===== config.mk =====
export PLATFORM = sky130hd
export DESIGN_NAME = indexed_list_insert_delete_flat
export DESIGN_NICKNAME = d
export VERILOG_FILES = /design/src/hdl/ilid_pkg.sv /design/src/hdl/ilid_if.sv /design/src/hdl/indexed_list_insert_delete.sv /design/src/hdl/ilid_cell.sv /design/src/flat_wrapper.sv
export VERILOG_INCLUDE_DIRS = /design/src /design/src/hdl
export SDC_FILE = /design/constraint.sdc
export NUM_CORES = 2
export LEC_CHECK = 0
export CAP_MARGIN = 20
export CORE_MARGIN = 2
export CORE_UTILIZATION = 50
export CTS_CLUSTER_DIAMETER = 40
export DETAILED_ROUTE_END_ITERATION = 8
export DONT_BUFFER_PORTS = 1
export HOLD_SLACK_MARGIN = 0.12
export PLACE_DENSITY = 0.68
export SLEW_MARGIN = 20
export SYNTH_ARGS = -nofsm -noshare
export SYNTH_HDL_FRONTEND = slang
export SYNTH_SLANG_ARGS = --single-unit

===== constraint.sdc =====
create_clock -name clock -period 6.55 [get_ports clock]
set_input_delay 0.3275 -clock clock [delete_from_list [all_inputs] [get_ports clock]]
set_output_delay 0.3275 -clock clock [all_outputs]
set_load 0.01 [all_outputs]

===== src/hdl/indexed_list_insert_delete_defines.svh =====
// Assertion macros shared by the indexed list RTL.
// Included by the top level, which carries concurrent assertions; depends on nothing.
`ifndef INDEXED_LIST_INSERT_DELETE_DEFINES_SVH
`define INDEXED_LIST_INSERT_DELETE_DEFINES_SVH

// Checked on every rising clock edge outside reset.
`define ILID_ASSERT(lbl, clk, rst, prop, msg) \
   lbl: assert property (@(posedge clk) disable iff (rst) prop) else $error(msg);

// Checked on every rising clock edge, reset included.
`define ILID_ASSERT_ALWAYS(lbl, clk, prop, msg) \
   lbl: assert property (@(posedge clk) prop) else $error(msg);

`endif


===== src/hdl/ilid_pkg.sv =====
// Shared types and constants for the indexed list block.
// Used by the channel interfaces, the list cell and the top level; no dependencies.
`timescale 1ns / 1ps

package ilid_pkg;

   localparam int FUNC_W  = 2;
   localparam int POS_W   = 6;
   localparam int ENTRY_W = 32;
   localparam int COUNT_W = 6;

   localparam int DEPTH_DEFAULT = 32;

   localparam logic [FUNC_W-1:0] OP_GET    = 2'd0;
   localparam logic [FUNC_W-1:0] OP_INSERT = 2'd1;
   localparam logic [FUNC_W-1:0] OP_DELETE = 2'd2;

   typedef logic signed [ENTRY_W-1:0] entry_type;

   // Shift command broadcast to every cell of the row.
   typedef struct packed {
      logic               ins_en;
      logic               del_en;
      logic [POS_W-1:0]   pos0;
      entry_type          new_value;
   } ctrl_type;

endpackage


===== src/hdl/ilid_if.sv =====
// Valid/ready channel interfaces for request and response words.
// Depends on ilid_pkg for field widths.
`timescale 1ns / 1ps

interface ilid_req_if;
   logic                         valid;
   logic                         ready;
   logic [ilid_pkg::FUNC_W-1:0]  func;
   logic [ilid_pkg::POS_W-1:0]   position;
   ilid_pkg::entry_type          new_value;

   modport source (output valid, func, position, new_value, input ready);
   modport sink   (input valid, func, position, new_value, output ready);
endinterface

interface ilid_rsp_if;
   logic                         valid;
   logic                         ready;
   logic                         status;
   ilid_pkg::entry_type          read_value;
   logic [ilid_pkg::COUNT_W-1:0] count;

   modport source (output valid, status, read_value, count, input ready);
   modport sink   (input valid, status, read_value, count, output ready);
endinterface


===== src/hdl/indexed_list_insert_delete.sv =====
// Indexed list top level: request decode, length register, a row of DEPTH
// cells and the response register. Depends on ilid_pkg, ilid_if.sv, ilid_cell
// and indexed_list_insert_delete_defines.svh.
//
// The block keeps an ordered list of up to DEPTH signed 32-bit entries in a
// row of cells that all shift together, and a new request word is taken every
// cycle as long as the response word is consumed; the single response register
// sets that figure, and the request side stalls only while a response waits
// unread. Each request gives one response word with status, the entry read or
// removed, and the list length afterwards. Bad positions, insert into a full
// list, reads on an empty list and the unused function code return an error
// status with a zero value and change nothing.
`timescale 1ns / 1ps
`include "indexed_list_insert_delete_defines.svh"

module indexed_list_insert_delete #(
   parameter int DEPTH = ilid_pkg::DEPTH_DEFAULT
) (
   input  logic       clock,
   input  logic       reset,
   ilid_req_if.sink   req_chan,
   ilid_rsp_if.source rsp_chan
);

   localparam int LEN_W = $clog2(DEPTH + 1);
   localparam int CMP_W = ((LEN_W > ilid_pkg::POS_W) ? LEN_W : ilid_pkg::POS_W) + 1;
   localparam int RD_N  = (DEPTH < 64) ? DEPTH : 64;
   localparam int RD_W  = $clog2(RD_N);

   logic [LEN_W-1:0]             len_ff;
   logic [LEN_W-1:0]             len_in;
   logic                         rsp_valid_ff;
   logic                         rsp_status_ff;
   ilid_pkg::entry_type          rsp_value_ff;
   logic [ilid_pkg::COUNT_W-1:0] rsp_count_ff;

   logic                         accept;
   logic                         ok;
   logic                         rd_ok;
   logic                         ins_ok;
   logic [CMP_W-1:0]             pos_ext;
   logic [CMP_W-1:0]             len_ext;
   logic [CMP_W-1:0]             len_next_ext;
   logic [ilid_pkg::POS_W-1:0]   pos_m1;
   ilid_pkg::entry_type          rd_value;
   ilid_pkg::entry_type          rsp_value;
   ilid_pkg::ctrl_type           ctrl;

   ilid_pkg::entry_type          entry_q [DEPTH];
   ilid_pkg::entry_type          left_d  [DEPTH];
   ilid_pkg::entry_type          right_d [DEPTH];

   assign req_chan.ready = !rsp_valid_ff || rsp_chan.ready;
   assign accept         = req_chan.valid && req_chan.ready;

   always_comb begin
      pos_ext  = CMP_W'(req_chan.position);
      len_ext  = CMP_W'(len_ff);
      pos_m1   = req_chan.position - ilid_pkg::POS_W'(1);
      rd_value = entry_q[pos_m1[RD_W-1:0]];
      rd_ok    = (req_chan.position != '0) && (pos_ext <= len_ext);
      ins_ok   = (len_ext < CMP_W'(DEPTH)) && (req_chan.position != '0)
                 && (pos_ext <= len_ext + CMP_W'(1));
      ok        = 1'b0;
      len_in    = len_ff;
      rsp_value = '0;
      unique case (req_chan.func)
         ilid_pkg::OP_GET: begin
            ok = rd_ok;
            if (rd_ok) begin
               rsp_value = rd_value;
            end
         end
         ilid_pkg::OP_INSERT: begin
            ok = ins_ok;
            if (ins_ok) begin
               len_in = len_ff + LEN_W'(1);
            end
         end
         ilid_pkg::OP_DELETE: begin
            ok = rd_ok;
            if (rd_ok) begin
               rsp_value = rd_value;
               len_in    = len_ff - LEN_W'(1);
            end
         end
         default: begin
            ok = 1'b0;
         end
      endcase
      len_next_ext   = CMP_W'(len_in);
      ctrl.ins_en    = accept && ok && (req_chan.func == ilid_pkg::OP_INSERT);
      ctrl.del_en    = accept && ok && (req_chan.func == ilid_pkg::OP_DELETE);
      ctrl.pos0      = pos_m1;
      ctrl.new_value = req_chan.new_value;
   end

   genvar g;
   generate
      for (g = 0; g < DEPTH; g++) begin : g_cell
         if (g == 0) begin : g_first
            assign left_d[g] = '0;
         end else begin : g_inner_l
            assign left_d[g] = entry_q[g-1];
         end
         if (g == DEPTH - 1) begin : g_last
            assign right_d[g] = '0;
         end else begin : g_inner_r
            assign right_d[g] = entry_q[g+1];
         end
         ilid_cell #(
            .IDX (g)
         ) u_cell (
            .clock   (clock),
            .ctrl    (ctrl),
            .left_d  (left_d[g]),
            .right_d (right_d[g]),
            .entry_q (entry_q[g])
         );
      end
   endgenerate

   always_ff @(posedge clock) begin
      if (reset) begin
         len_ff       <= '0;
         rsp_valid_ff <= 1'b0;
      end else begin
         if (accept) begin
            len_ff       <= len_in;
            rsp_valid_ff <= 1'b1;
         end else if (rsp_chan.ready) begin
            rsp_valid_ff <= 1'b0;
         end
      end
   end

   always_ff @(posedge clock) begin
      if (accept) begin
         rsp_status_ff <= !ok;
         rsp_value_ff  <= rsp_value;
         rsp_count_ff  <= len_next_ext[ilid_pkg::COUNT_W-1:0];
      end
   end

   assign rsp_chan.valid      = rsp_valid_ff;
   assign rsp_chan.status     = rsp_status_ff;
   assign rsp_chan.read_value = rsp_value_ff;
   assign rsp_chan.count      = rsp_count_ff;

   `ILID_ASSERT(a_len_bound, clock, reset, CMP_W'(len_ff) <= CMP_W'(DEPTH), "length above depth")
   `ILID_ASSERT(a_ins_grows, clock, reset, ctrl.ins_en |=> len_ff == $past(len_ff) + LEN_W'(1), "insert did not grow list")
   `ILID_ASSERT(a_err_hold, clock, reset, (accept && !ok) |=> $stable(len_ff), "error changed length")
   `ILID_ASSERT(a_err_zero, clock, reset, (rsp_valid_ff && rsp_status_ff) |-> (rsp_value_ff == '0), "error word carries a value")

endmodule


===== src/hdl/ilid_cell.sv =====
// One storage cell of the list row: holds a single entry and loads from its
// left neighbor, its right neighbor or the new value. Depends on ilid_pkg.
`timescale 1ns / 1ps

module ilid_cell #(
   parameter int IDX = 0
) (
   input  logic                clock,
   input  ilid_pkg::ctrl_type  ctrl,
   input  ilid_pkg::entry_type left_d,
   input  ilid_pkg::entry_type right_d,
   output ilid_pkg::entry_type entry_q
);

   ilid_pkg::entry_type entry_ff;
   ilid_pkg::entry_type entry_in;
   logic                at_pos;
   logic                past_pos;

   always_comb begin
      at_pos   = (int'(ctrl.pos0) == IDX);
      past_pos = (int'(ctrl.pos0) < IDX);
      entry_in = entry_ff;
      if (ctrl.ins_en) begin
         if (at_pos) begin
            entry_in = ctrl.new_value;
         end else if (past_pos) begin
            entry_in = left_d;
         end
      end else if (ctrl.del_en) begin
         if (at_pos || past_pos) begin
            entry_in = right_d;
         end
      end
   end

   always_ff @(posedge clock) begin
      entry_ff <= entry_in;
   end

   assign entry_q = entry_ff;

endmodule


===== src/flat_wrapper.sv =====
// flat-port wrapper written by rule: the top's interface ports become plain ports
module indexed_list_insert_delete_flat 
#(
   parameter int DEPTH = ilid_pkg::DEPTH_DEFAULT
)
  (clock, reset, req_chan_valid, req_chan_func, req_chan_position, req_chan_new_value, req_chan_ready, rsp_chan_valid, rsp_chan_status, rsp_chan_read_value, rsp_chan_count, rsp_chan_ready);
  ilid_req_if req_chan_i ();
  ilid_rsp_if rsp_chan_i ();
  input  logic clock;
  input  logic reset;
  input wire logic [$bits(req_chan_i.valid)-1:0] req_chan_valid;
  input wire logic [$bits(req_chan_i.func)-1:0] req_chan_func;
  input wire logic [$bits(req_chan_i.position)-1:0] req_chan_position;
  input wire logic [$bits(req_chan_i.new_value)-1:0] req_chan_new_value;
  output wire logic [$bits(req_chan_i.ready)-1:0] req_chan_ready;
  output wire logic [$bits(rsp_chan_i.valid)-1:0] rsp_chan_valid;
  output wire logic [$bits(rsp_chan_i.status)-1:0] rsp_chan_status;
  output wire logic [$bits(rsp_chan_i.read_value)-1:0] rsp_chan_read_value;
  output wire logic [$bits(rsp_chan_i.count)-1:0] rsp_chan_count;
  input wire logic [$bits(rsp_chan_i.ready)-1:0] rsp_chan_ready;
  assign req_chan_i.valid = req_chan_valid;
  assign req_chan_i.func = req_chan_func;
  assign req_chan_i.position = req_chan_position;
  assign req_chan_i.new_value = req_chan_new_value;
  assign req_chan_ready = req_chan_i.ready;
  assign rsp_chan_valid = rsp_chan_i.valid;
  assign rsp_chan_status = rsp_chan_i.status;
  assign rsp_chan_read_value = rsp_chan_i.read_value;
  assign rsp_chan_count = rsp_chan_i.count;
  assign rsp_chan_i.ready = rsp_chan_ready;
  indexed_list_insert_delete #(.DEPTH(DEPTH)) u_core (.clock(clock), .reset(reset), .req_chan(req_chan_i), .rsp_chan(rsp_chan_i));
endmodule

After elaboration in Yosys (flattened, before gate mapping)
Index checks and enable logic that the tools add are counted.
{ "word_totals": {"word_cells": 422, "regBits": 1070, "output_inout_bits": 41} }
{ "op_classes": {"n_reduce_logical": 111, "n_bitwise": 1, "muxes": 168, "n_lt_le_gt_ge": 35, "n_addsub": 4, "n_eq_ne": 66} }
{ "ops": {"columns": ["op", "n"], "rows": [
  ["32-bit 2-to-1 mux", 161],
  ["32-bit binary-select mux with 5-bit select", 1],
  ["6-bit equality test (second input constant)", 16],
  ["6-bit by 5-bit less-than comparator with 1-bit output (second input constant)", 16],
  ["3-bit AND reduction", 32],
  ["3-bit != test (second input constant)", 31],
  ["2-bit nonzero test", 33],
  ["6-bit by 5-bit equality test with 1-bit output (second input constant)", 8],
  ["6-bit by 4-bit less-than comparator with 1-bit output (second input constant)", 8],
  ["1-bit logical OR", 32],
  ["6-bit by 4-bit equality test with 1-bit output (second input constant)", 4],
  ["6-bit by 3-bit less-than comparator with 1-bit output (second input constant)", 4],
  ["6-bit by 3-bit equality test with 1-bit output (second input constant)", 2],
  ["6-bit by 2-bit less-than comparator with 1-bit output (second input constant)", 2],
  ["6-bit 2-to-1 mux", 2],
  ["6-bit one-hot mux with 2 select lines", 1],
  ["6-bit by 1-bit subtractor with 6-bit output (second input constant)", 2],
  ["6-bit by 1-bit adder with 7-bit output (second input constant)", 1],
  ["6-bit by 7-bit <= comparator with 1-bit output", 1],
  ["1-bit logical AND", 7],
  ["6-bit by 1-bit adder with 6-bit output (second input constant)", 1],
  ["6-bit by 2-bit equality test with 1-bit output (second input constant)", 1],
  ["6-bit >= comparator (second input constant)", 1],
  ["6-bit <= comparator", 1],
  ["other kinds (14)", 17]
]} }

Longest topological paths before layout
{ "logic_depth": {"ltp_word": 8, "mapped_depth": 18} }

By module
From an unflattened synthesis, not the netlist that was laid out.
{ "hier_totals": {"hier_cells": 6812, "hier_area_um2": 69384.0} }
{ "by_module_without_submodules": {"columns": ["mod", "seq_area_each_um2", "n_inst", "cells_per_inst", "area_each_um2"], "rows": [
  ["indexed_list_insert_delete", 1311.3, 1, 699, 10435.0],
  ["ilid_cell (u_core.g_cell[13].u_cell ...)", 960.9, 2, 186, 1814.2],
  ["ilid_cell (u_core.g_cell[11].u_cell ...)", 960.9, 2, 186, 1813.0],
  ["ilid_cell (u_core.g_cell[1].u_cell)", 960.9, 1, 195, 2082.0],
  ["ilid_cell (u_core.g_cell[20].u_cell)", 960.9, 1, 187, 2010.7],
  ["ilid_cell (u_core.g_cell[29].u_cell)", 960.9, 1, 204, 1961.9],
  ["ilid_cell (u_core.g_cell[28].u_cell)", 960.9, 1, 218, 1944.4],
  ["ilid_cell (u_core.g_cell[27].u_cell)", 960.9, 1, 187, 1943.1],
  ["ilid_cell (u_core.g_cell[6].u_cell)", 960.9, 1, 216, 1938.1],
  ["ilid_cell (u_core.g_cell[7].u_cell)", 960.9, 1, 216, 1931.9],
  ["ilid_cell (u_core.g_cell[24].u_cell)", 960.9, 1, 213, 1928.1],
  ["ilid_cell (u_core.g_cell[8].u_cell)", 960.9, 1, 217, 1924.3],
  ["ilid_cell (u_core.g_cell[14].u_cell)", 960.9, 1, 209, 1908.1],
  ["ilid_cell (u_core.g_cell[18].u_cell)", 960.9, 1, 201, 1906.8],
  ["17 more rows", null, null, null, null]
]} }

Worst setup path before layout
OpenSTA, ideal clock, no wires.
{ "synth_path": {"kind": "input to register", "from": "input req_chan_position[0]", "to": "register u_core.g_cell[6].u_cell.entry_ff[0], enable pin", "cell_stages": 14, "arrival_ns": 5.730, "setup_ns": 0.468, "slack_ns": 0.352, "required_ns": 6.082, "cell_sequence": "buf_6 -> buf_2 -> buf_2 -> buf_2 -> clkbuf_1 -> inv_1 -> ha_1 -> clkbuf_1 -> clkbuf_1 -> clkbuf_1 -> buf_1 -> nor2_1 -> nand2_1 -> nor3b_1"} }
{ "synth_via": {"elab_chain_len": 8, "elab_cells_between_ends": 18} }
{ "synth_rtl": {"columns": ["element", "line_no", "text"], "rows": [
  ["start, declared", "flat_wrapper.sv:13", "input wire logic [$bits(req_chan_i.position)-1:0] req_chan_position;"],
  ["branches (longest 7 deep; another with 6-bit by 1-bit subtractor with 6-bit output)", null, null],
  ["3-bit AND reduction (no line) *", null, null],
  ["end signal, assigned", "ilid_cell.sv:38", "entry_ff <= entry_in;"],
  ["end, declared", "ilid_cell.sv:15", "ilid_pkg::entry_type entry_ff;"]
]} }
Mark *: on every way between the ends.
A chain may end at the register's enable or synchronous reset.

Worst setup path in the final report
{ "layout_path": {"from": "register u_core.len_ff[2]", "to": "register u_core.g_cell[0].u_cell.entry_ff[3] (data pin)"} }
{ "layout_via": {"elab_chain_len": 7, "elab_cells_between_ends": 11} }
{ "layout_rtl": {"columns": ["element", "line_no", "text"], "rows": [
  ["start, declared", "indexed_list_insert_delete.sv:30", "logic [LEN_W-1:0] len_ff;"],
  ["start signal, assigned", "indexed_list_insert_delete.sv:129", "len_ff <= len_in;"],
  ["6-bit by 1-bit adder with 7-bit output or 6-bit less-than comparator (tied branches)", "indexed_list_insert_delete.sv:63, indexed_list_insert_delete.sv:62", null],
  ["6-bit by 7-bit <= comparator with 1-bit output or 1-bit logical AND (tied branches)", "indexed_list_insert_delete.sv:63, indexed_list_insert_delete.sv:62", null],
  ["1-bit logical AND", "indexed_list_insert_delete.sv:63", "&& (pos_ext <= len_ext + CMP_W'(1));"],
  ["1-bit one-hot mux with 2 select lines *", "indexed_list_insert_delete.sv:67", "unique case (req_chan.func)"],
  ["1-bit logical AND * (2 in a row)", "indexed_list_insert_delete.sv:92", "ctrl.ins_en = accept && ok && (req_chan.func == ilid_pkg::OP_INSERT);"],
  ["32-bit 2-to-1 mux *", "ilid_cell.sv:24", "if (ctrl.ins_en) begin"],
  ["named net u_core.g_cell[0].u_cell.entry_in[3]", "ilid_cell.sv:16", "ilid_pkg::entry_type entry_in;"],
  ["end signal, assigned", "ilid_cell.sv:38", null],
  ["end, declared", "ilid_cell.sv:15", null]
]} }
Mark *: on every way through the listed nets, which the timed path passes. The rest lies on a longest branch.

==> results.toml <==
[setup_path]
reg2reg_depth = 13
crit_slowest_cell = "o211a_4"
arrival_ps = 5480
r2r_setup_slack_ps = 1600
cp.required_ps = 7080
crit_chain = "inv_1, nor4_1, nand2_1, xnor2_1, ha_1, and3_1, a21boi_0, o21ai_0, and2_1, o211a_4, buf_12, mux2_2, dlygate4sd3_1"
reg2reg_from = "u_core.len_ff[2]"
path_class = "register to register"
regToRegEndpoint = "u_core.g_cell[0].u_cell.entry_q[3]"
crit_path_start_kind = "register"
critPathMaxStageDelay_ps = 730
crit_path_max_fanout = 72
setup.worst_path.end_class = "register"

[floorplan]
core.rowCount = 133
coreArea_um2 = 131000
start_util_pct = 50.3
io_pins = 85
die_w_um = 367
die_area_um2 = 135000
fp.dieH_um = 367

[layout]
fill_cells = 10300
areaGrowthSynthToFinish_pct = 13.1
final_core_util_pct = 56.8
final_nets = 4385
fin_cells = 6213
drive_gt1_share_pct = 60.0
design_area_um2 = 74600

[min_path]
worstHoldStart = "req_chan_func[0]"
worstHoldEndpoint = "u_core.len_ff[3]"
holdPathStages = 3
hold_path.class = "primary input to register"

[drt]
vias = 41300
first_pass_iters = 5
drc = 0
vias_per_cell = 6.65
wl_per_cell_um = 31.3
drtIter0Drc = 4445
finalWirelength_mm = 194
final_antenna_net_count = 0

[global_route]
grt_pass1_wl_mm = 283
antenna_found_initial = 16
grt_max_degree = 284
grt_pass1_vias = 41100
grt_use_total_pct = 28.2
grt-ovfl-total = 0

[clock_tree]
cts.sinks = 1070
h-tree-depth = 4
cts_made_buffers = 162
postCtsSetupBuffers = 0
clk_pin_slew_worst_paths_ps = 50
cts_tree = "yes"
insertion_delay_ps = 790
cts_resized = 0
root_buffer = "clkbuf_16"
clk_path_buf_depth = 3

[placement]
portBuffers = 0
gp_congestion = 0.891
dp_hpwl_mm = 115
placed_area_um2 = 68000
dp.cells = 5826

[synthesis]
yosys_warnings = 0
synth_ff_type = "edfxtp_1"
synthCells = 4378
synth_edf_count = 1063
avgSynthCellArea_um2 = 15.1
netlist_area_um2 = 66000
synthArstFlopShare_pct = 0
synth_nets = 4445
synth-seq-area-share_pct = 48.6
ys_ff_latch = 1070
synth.distinct_cells = 75

[power_and_ir_drop]
powerDensity_nw_per_um2 = 243
vdd_drop_max_uv = 271
p_leak_nw = 24.1

[timing]
slew_viol_final = 0
slew_headroom_pct = 23.5
fin_setup_tns_ps = 0
timing.final.crit_share_pct = 75.6
rsz0062_at_grt = "false"
hold_viol_final = 0
finalClockSkew_ps = 26.1
finalSetupViolCount = 0
fmax_mhz = 202
min_period_ps = 4950
tightest_slew_ps = 1140

[run]
cap_violations = 0

[run_status]
status = "finished, final reports clean"
worst max-delay path, delay by kind of cell (launching register included):
kind            cells  cell delay (ps)
simple gates        4              890
buf+inv             3             1160
fa+ha+maj           1              290
flops               1              460
xor+xnor            1              210
compound gates      3             1250
mux                 1              380
stage by stage:
step	hold slack, ps	worst slack [ps]	total power [W]
floorplan	397	352	0.00878
global placement	399	1700	0.00911
detailed placement	405	1760	0.00912
CTS	137	1670	0.0182
global route	198	1330	0.0186
finish	186	1600	0.0181
cell families (layout without fill, tap and decap cells):
family | Yosys count | count (layout) | share of synthesized area [%]
compound gates | 228 | 228 | 2.28
simple gates | 336 | 336 | 2.38
fa+ha+maj | 23 | 23 | 0.436
buf+inv | 448 | 523 | 2.95
other cells | 0 | 5 | 0
flops | 1070 | 1070 | 48.6
xor+xnor | 12 | 12 | 0.159
mux | 2261 | 2261 | 43.2
power by group:
| group | total (W) | switching [W] | internal, W | leakage [nW] |
|---|---|---|---|---|
| registers | 0.00764 | 0.0000643 | 0.00757 | 9.67 |
| logic | 0.00153 | 0.000860 | 0.000668 | 11.8 |
| clock network | 0.00895 | 0.00338 | 0.00557 | 2.63 |
| total | 0.0181 | 0.00430 | 0.0138 | 24.1 |
final cells by class:
class	count	area (um^2)	share of cell area (%)
Inverter	23	87.6	0.117
Timing Repair Buffer	201	2110	2.83
Clock inverter	111	1260	1.69
Antenna cell	5	12.5	0.0168
Multi-Input combinational cell	2860	32600	43.7
Sequential cell	1070	32100	43.0
Tap cell	1755	2200	2.94
Clock buffer	188	4280	5.73
how the worst max path moves through the flow:
| stage | slack (ps) | cells after the start | end | from |
|---|---|---|---|---|
| after floorplan | 350 | 14 | u_core.g_cell[6].u_cell.entry_q[0] | req_chan_position[0] |
| after global routing | 1330 | 13 | u_core.g_cell[0].u_cell.entry_q[9] | u_core.len_ff[2] |
| after global placement | 1700 | 13 | u_core.g_cell[31].u_cell.entry_q[13] | u_core.len_ff[2] |
| after detailed placement | 1760 | 13 | u_core.g_cell[31].u_cell.entry_q[14] | u_core.len_ff[2] |
| final | 1600 | 13 | u_core.g_cell[0].u_cell.entry_q[3] | u_core.len_ff[2] |
| after CTS | 1670 | 13 | u_core.g_cell[0].u_cell.entry_q[7] | u_core.len_ff[2] |
sequential cells by signal, indices dropped and copies added (netlist names):
signal / cells
u_core.g_cell.u_cell.entry_q: 1024
u_core.rsp_chan.read_value: 32
u_core.len_ff: 6
u_core.rsp_chan.count: 6
u_core.rsp_chan.status: 1
u_core.rsp_chan.valid: 1
what timing repair did:
| item | in CTS | in global routing |
|---|---|---|
| hold buffers | 81 | 0 |
| endpoints found under the hold margin | 1032 | 0 |
| endpoints found under the setup margin | 0 | 0 |
layer usage:
metal	vias to the layer above	wire, um	part of all wire, %	GRT usage [%]
met5	-	10	0.0052	0
met4	2	6850	3.5	10.2
met3	370	13800	7.1	4.49
met2	1757	89700	46	43.9
met1	21900	83900	43	40.0
li1	17300	-	-	-
placed cells by master, fill, tap and decap left out, types with 21 or more instances in the layout:
cell,count
mux2_1,54
nand2_1,184
inv_1,21
nand3_1,36
a21oi_1,89
mux2_2,1897
dlygate4sd3_1,49
ha_1,22
clkinvlp_4,26
clkbuf_16,168
mux2i_1,33
bufinv_16,22
mux4_2,277
o21ai_0,31
buf_4,103
edfxtp_1,1063
buf_12,37
Yosys cell counts (4+ instances only):
cell | count | area (um^2)
dfxtp_1 | 7 | 140
mux4_2 | 277 | 6240
edfxtp_1 | 1063 | 31900
or3_1 | 6 | 37.5
mux2_1 | 54 | 608
xor2_1 | 4 | 35.0
nor2b_1 | 21 | 131
o211ai_1 | 8 | 60.1
nor3_1 | 12 | 60.1
nor2_1 | 29 | 109
and3_1 | 4 | 25.0
buf_1 | 19 | 71.3
a221o_1 | 5 | 50.1
o2111a_1 | 11 | 124
nand3_1 | 42 | 210
a21oi_1 | 107 | 536
a31oi_1 | 6 | 37.5
xnor2_1 | 8 | 70.1
o311a_1 | 12 | 120
mux2_2 | 1897 | 21400
inv_1 | 22 | 82.6
nand4_1 | 4 | 25.0
nor3b_1 | 4 | 30.0
nand2_1 | 186 | 698
buf_2 | 173 | 866
o21ai_1 | 4 | 20.0
ha_1 | 23 | 288
o21ai_0 | 33 | 165
nand3b_1 | 6 | 45.0
a211oi_1 | 7 | 52.6
mux2i_1 | 33 | 330
clkbuf_1 | 224 | 841
buf_6 | 5 | 56.3
Power figures use the tool's default switching activity.
